`src/rtl/lbde_pkg.sv`:
```
// ----------------------------------------------------------------------------
// lbde_pkg
// Shared types and constants for the life board draw-and-evolve block.
// ----------------------------------------------------------------------------
package lbde_pkg;

	// field and register widths
	localparam int DIM_W      = 7;   // board width / height registers
	localparam int GEN_W      = 16;  // generation count register
	localparam int CUR_W      = 6;   // cursor coordinates
	localparam int KEY_W      = 8;
	localparam int CFG_AW     = 2;
	localparam int CFG_DW     = 16;
	localparam int ROWIDX_W   = 6;
	localparam int CELLS_W    = 64;
	localparam int S_TDATA_W  = 8;   // key_code
	localparam int M_TDATA_W  = 72;  // row_index, row_cells, zero fill

	// register indexes
	localparam logic [CFG_AW-1:0] CFG_WIDTH  = 2'd0;
	localparam logic [CFG_AW-1:0] CFG_HEIGHT = 2'd1;
	localparam logic [CFG_AW-1:0] CFG_GENS   = 2'd2;

	// request kinds
	localparam logic REQ_DRAW = 1'b0;
	localparam logic REQ_RUN  = 1'b1;

	// key bytes
	localparam logic [KEY_W-1:0] KEY_UP    = 8'h77;  // w
	localparam logic [KEY_W-1:0] KEY_DOWN  = 8'h73;  // s
	localparam logic [KEY_W-1:0] KEY_LEFT  = 8'h61;  // a
	localparam logic [KEY_W-1:0] KEY_RIGHT = 8'h64;  // d
	localparam logic [KEY_W-1:0] KEY_PEN   = 8'h78;  // x

	// board read address select
	typedef enum logic [1:0] {
		RD_ROW,        // row counter
		RD_ROW_P1,     // row counter + 1
		RD_ROW_P2,     // row counter + 2
		RD_CURSOR      // cursor row
	} rd_sel_t;

	// controller -> datapath commands
	typedef struct packed {
		logic    key_apply;  // move cursor / toggle pen from the accepted key
		logic    run_start;  // drop rows outside board, load generation count
		rd_sel_t rd_sel;
		logic    win_load;   // prime the row window with row 0
		logic    gen_row;    // compute and write one evolved row, slide window
		logic    gen_dec;    // one generation done
		logic    row_clr;    // row counter back to 0
		logic    emit_load;  // load output register, write masked row back
		logic    paint_wr;   // set the cell under the cursor
	} cmd_t;

	// datapath -> controller status
	typedef struct packed {
		logic pen_next;  // pen state after the key on the input
		logic gen_zero;
		logic gen_last;
		logic row_last;  // row counter on the bottom row in use
		logic out_free;  // output register empty or emptying this cycle
	} sts_t;

endpackage

```
`src/rtl/lbde_ctrl.sv`:
```
// ----------------------------------------------------------------------------
// lbde_ctrl
// Sequencer: key handling and painting, generation sweeps over the board
// rows, and row emission.
// ----------------------------------------------------------------------------
module lbde_ctrl (
	input  logic           clk,
	input  logic           arst_n,
	input  logic           s_tvalid,
	output logic           s_tready,
	input  logic           s_tuser,
	output lbde_pkg::cmd_t cmd,
	input  lbde_pkg::sts_t sts
);
	import lbde_pkg::*;

	typedef enum logic [3:0] {
		ST_IDLE,
		ST_PAINT_RD,
		ST_PAINT_WR,
		ST_RUN_CHK,
		ST_GEN_START,
		ST_GEN_LOAD,
		ST_GEN_ROW,
		ST_EMIT_RD,
		ST_EMIT_LOAD
	} state_t;

	state_t state_q;
	state_t state_d;

	assign s_tready = (state_q == ST_IDLE);

	// next state and commands
	always_comb begin
		state_d = state_q;
		cmd     = '0;
		cmd.rd_sel = RD_ROW;
		case (state_q)
			ST_IDLE: begin
				if (s_tvalid) begin
					if (s_tuser == REQ_RUN) begin
						cmd.run_start = 1'b1;
						state_d = ST_RUN_CHK;
					end else begin
						cmd.key_apply = 1'b1;
						if (sts.pen_next)
							state_d = ST_PAINT_RD;
					end
				end
			end
			ST_PAINT_RD: begin
				cmd.rd_sel = RD_CURSOR;
				state_d = ST_PAINT_WR;
			end
			ST_PAINT_WR: begin
				cmd.paint_wr = 1'b1;
				state_d = ST_IDLE;
			end
			ST_RUN_CHK: begin
				cmd.row_clr = 1'b1;
				state_d = sts.gen_zero ? ST_EMIT_RD : ST_GEN_START;
			end
			ST_GEN_START: begin
				// read row 0
				state_d = ST_GEN_LOAD;
			end
			ST_GEN_LOAD: begin
				cmd.win_load = 1'b1;
				cmd.rd_sel = RD_ROW_P1;
				state_d = ST_GEN_ROW;
			end
			ST_GEN_ROW: begin
				cmd.gen_row = 1'b1;
				cmd.rd_sel = RD_ROW_P2;
				if (sts.row_last) begin
					cmd.row_clr = 1'b1;
					cmd.gen_dec = 1'b1;
					state_d = sts.gen_last ? ST_EMIT_RD : ST_GEN_START;
				end
			end
			ST_EMIT_RD: begin
				if (sts.out_free)
					state_d = ST_EMIT_LOAD;
			end
			ST_EMIT_LOAD: begin
				cmd.emit_load = 1'b1;
				state_d = sts.row_last ? ST_IDLE : ST_EMIT_RD;
			end
			default: begin
				state_d = ST_IDLE;
			end
		endcase
	end

	always_ff @(posedge clk or negedge arst_n) begin
		if (!arst_n)
			state_q <= ST_IDLE;
		else
			state_q <= state_d;
	end

endmodule

```
`config.mk`:
```
export PLATFORM = sky130hd
export DESIGN_NAME = lbde_ctrl
export DESIGN_NICKNAME = d
export VERILOG_FILES = /design/src/rtl/lbde_pkg.sv /design/src/rtl/lbde_ctrl.sv
export SDC_FILE = /design/constraint.sdc
export NUM_CORES = 1
export LEC_CHECK = 0
export ABC_AREA = 1
export BUFFER_PORTS_ARGS = -buffer_cell sky130_fd_sc_hd__clkbuf_2
export CORE_AREA = 4 4 41 43
export DETAILED_ROUTE_END_ITERATION = 16
export DIE_AREA = 0 0 45 47
export PLACE_DENSITY = 0.63
export REMOVE_ABC_BUFFERS = 1
export SYNTH_ARGS = -nofsm -noshare
export SYNTH_HDL_FRONTEND = slang
export SYNTH_SLANG_ARGS = --single-unit
```
`constraint.sdc`:
```
create_clock -name clk -period 1.2 [get_ports clk]
set_input_delay 0.3 -clock clk [delete_from_list [all_inputs] [get_ports clk]]
set_output_delay 0.3 -clock clk [all_outputs]
set_load 0.1 [all_outputs]
```
Yosys cells after proc, flatten, opt, wreduce, memory -nomap -nowiden
Index checks and enable logic that the tools add are counted.
Cells by class
  eq/ne operators: 12
  mux-type cells: 20
  reductions and logical operators: 2
Operator list (count)
  4-bit case mux with 8 select lines: 1
  4-bit 2-to-1 mux: 5
  4-bit by 3-bit == test with 1-bit output (second input constant): 4
  2-bit 2-to-1 mux: 6
  4-bit by 2-bit == test with 1-bit output (second input constant): 2
  2-bit != test (second input constant): 3
  2-bit case mux with 3 select lines: 1
  1-bit 2-to-1 mux: 5
  4-bit by 1-bit == test with 1-bit output (second input constant): 1
  4-bit == test (second input constant): 1
  4-bit zero test: 1
  4-bit AND reduction: 1
  3-bit 2-to-1 mux: 1
  3-bit by 1-bit != test with 1-bit output (second input constant): 1
  1-bit case mux with 2 select lines: 1
Word-level totals
  register bits after elaboration: 4
  bits of input ports: 9
  output and inout bits: 11
  word-level logic and storage cells: 35

Logic depth before layout (Yosys ltp)
  word-level depth: 4
  depth in mapped cells: 8
  gate-level depth less buffers: 7

Worst setup path before layout
OpenSTA, ideal clock, no wires.
  path kind: reg2out
  start point: register state_q[2]
  end point: output cmd[0] in the netlist's numbering
  arrival: 3.388 ns
  data required time: 0.900 ns
  slack: -2.488 ns
  stages on the path, launching flop included: 3
  buffers on the path: 1
  cell sequence: dfrtp_1 buf_6 nor4_1
RTL lines
  from (decl): line lbde_ctrl.sv:29  | state_t state_q;
  from (signal assigned): line lbde_ctrl.sv:100  | state_q <= state_d;
  to (decl): line lbde_ctrl.sv:12  | output lbde_pkg::cmd_t cmd,

==> flow_summary.yaml <==
outcome:
  status: "finished with violations"
  violations: "negative setup slack"
timing:
  min_period_ns: 1.67
  fmax_ghz: 0.598
  fin_crit_sh_pct: 139
  slew-limit-headroom_pct: 86.6
  fin_skew_ns: 0.00141
  tns_ns: -5.15
  tightest_slew_ns: 0.199
  fin_ws_ns: -0.471
  finalHoldViolCount: 0
  setup_viol: 15
  rsz0062_at_grt: "true"
  finalMaxSlewViolations: 0
detailed_routing:
  vias: 583
  drc: 0
  routedWlPerCell_um: 12.1
  routed_wl_um: 1560
  drt-vias-per-instance: 4.52
  dr.first_iter.drc_count: 5
  ant_nets: 0
  first_pass_iters: 4
floorplanning:
  core.rowCount: 13
  die_w_um: 45
  fp.dieH_um: 47
  core_um2: 1300
  die_area_um2: 2120
  io_pins: 20
  start_util_pct: 33.0
global_route:
  first_global_vias: 576
  gr-usage-met1_pct: 16.3
  antenna_found_initial: 0
  grt_use_met3_pct: 4.21
  use_met2_pct: 32.5
  track_usage_pct: 16.6
  grt_max_degree: 6
  grt_pass1_wl_um: 2480
  busiest_layer: "met2"
  overflow: 0
worst_hold_path:
  min_path_type: "in -> reg"
logic_synthesis:
  syn_area_um2: 429
  synth.distinct_cells: 20
  synthAdderAreaFrac_pct: 0
  synth_area_per_cell_um2: 6.50
  synth_top_family_by_area: "simple AND/OR/NAND/NOR gates"
  ys_seq_area_share_pct: 23.3
  yosys_register_bits: 4
  synthXorXnorAreaFrac_pct: 0
  muxShareOfSynthArea_pct: 0
  yosysTopAreaCell: "dfrtp_1"
  synthTopCellsByArea: "dfrtp_1, inv_1, nand2_1"
  synth-compound-area-share_pct: 5.83
  synth_top_area_share_pct: 23.3
  syn_inst: 66
  yosys.area_share.simple_pct: 54.8
  yosys_warnings: 0
clock_tree:
  numCtsBuffers: 3
  htree_levels: 1
  cts.sinks: 4
  cts_tree: "built"
  cts.path.max_buffers: 2
  worstSkewPairLatency_ns: 0.23
  cts_root_buffer: "clkbuf_4"
  clkTransAtPathRegs_ns: 0.04
worst_setup_path:
  crit_slowest_cell: "dfrtp_2"
  crit_chain: "nand2_1, inv_1, nand2_2, o21ai_1, buf_4, buf_12"
  end_kind: "primary output"
  crit_path_max_incr_delay_ns: 0.44
  cp.required_ns: 0.90
  crit_path_start_kind: "register"
  crit_fanout: 5
  critPathKind: "reg -> out"
  arrival_ns: 1.37
  cp_num_buf_inv: 3
  crit_family: "flip-flops"
cells_and_area:
  drive_above_1_share_pct: 71.9
  final_common_cell: "buf_4"
  final_core_util_pct: 76.5
  regMostFlops: "state_q"
  largest_reg_flops: 4
  instances_no_fill: 129
  fill_cells: 83
  stdcell_area_um2: 996
  fin_nets: 125
  diodes: 0
  area_growth_pct: 132
  final_cell_mix: "buf_4, buf_12, nand2_1"
  reg.largest.list: "state_q (4)"
power:
  internal-power_uw: 1400
  p_per_area_nw_per_um2: 3110
  pwr-share-seq_pct: 9.6
  irDropWorstVdd_mv: 2.68
  total_power_uw: 3100
  p_switching_uw: 1700
  pwr-share-comb_pct: 85.0
  p_leak_uw: 0.000522
  swShare_pct: 54.7
  pwr-share-clk_pct: 5.3
placed_design:
  portBuffers: 19
  dp_hpwl_um: 1070
  gp_congestion: 0.835
  post_dp_cell_area_um2: 840
  dp_cells: 118
run:
  cap_violations: 0
[cells by family after synthesis]
logic type,count (synthesis)
and+or+nand+nor,41
buffers and inverters,16
DFF,4
AOI/OAI and AO/OA,5
[timing repair]
action / in CTS / in global routing
pin swaps: 3 / 4
hold buffers: 1 / 0
gates resized for setup: 18 / 10
endpoints found under the hold margin: 4 / 0
setup endpoints to repair: 15 / 15
setup buffers: 3 / 4
[synthesized netlist by cell type]
cell type	instances
nand2_4	1
nor4_1	1
inv_1	12
nor2_1	8
clkinv_2	1
buf_6	1
inv_2	2
dfrtp_1	4
nand4_1	1
nand3_1	5
o21ai_0	3
nand2_1	11
nor3_1	3
nor2_4	2
nand3b_1	1
nand3_2	4
o21ai_1	2
nand3b_2	1
nor2_2	1
nand2_2	2
[layout make-up]
class / instances / area, µm² / share of cell area (%)
well taps: 15 / 18.8 / 1.88
repair buffers: 46 / 477 / 47.9
clock buffers: 3 / 22.5 / 2.26
multi-input cells: 46 / 313 / 31.4
inverters: 15 / 60.1 / 6.03
flip-flops and latches: 4 / 105 / 10.6
[power groups by stage]
stage	sequential (µW)	clock, µW	combinational (µW)
after floorplan	266	0	1280
after global placement	266	0	2270
after detailed placement	272	0	2300
after CTS	285	169	2450
after global routing	310	185	2760
final	299	165	2640
[per-layer routing]
layer | up-vias | share of wire, % | routed length [µm]
li1 | 306 | - | -
met1 | 254 | 35 | 548
met2 | 21 | 57 | 886
met3 | 2 | 6.2 | 96
met4 | 0 | 1.7 | 27
met5 | - | 0 | 0
[worst min-delay path, delay by kind of cell]
kind | cells | cell delay (ns)
AND/OR/NAND/NOR | 1 | 0.14
buffers and inverters | 1 | 0.08
AO/OA/AOI/OAI | 1 | 0.07
[through the flow]
stage	hold slack [ns]	setup slack, ns
after floorplan	0.00441	-2.50
after global placement	0.106	-0.238
after detailed placement	0.107	-0.264
after CTS	0.386	-0.458
after global routing	0.415	-0.558
final	0.388	-0.471
[path summary, 6_finish.rpt]
| kind | from | cells after the start | end | slack [ns] |
|---|---|---|---|---|
| worst max-delay path | state_q[2] | 6 | cmd[2] | -0.47 |
| worst min-delay path | sts[0] | 3 | state_q[0] | 0.39 |
| worst max register to register | state_q[1] | 7 | state_q[1] | -0.19 |
| worst min register to register | state_q[3] | 4 | state_q[3] | 0.77 |
| max in group asynchronous | arst_n | 2 | state_q[1] | 0.66 |
| min in group asynchronous | arst_n | 2 | state_q[3] | 0.41 |
No activity file was read; power rests on OpenSTA's default activity.
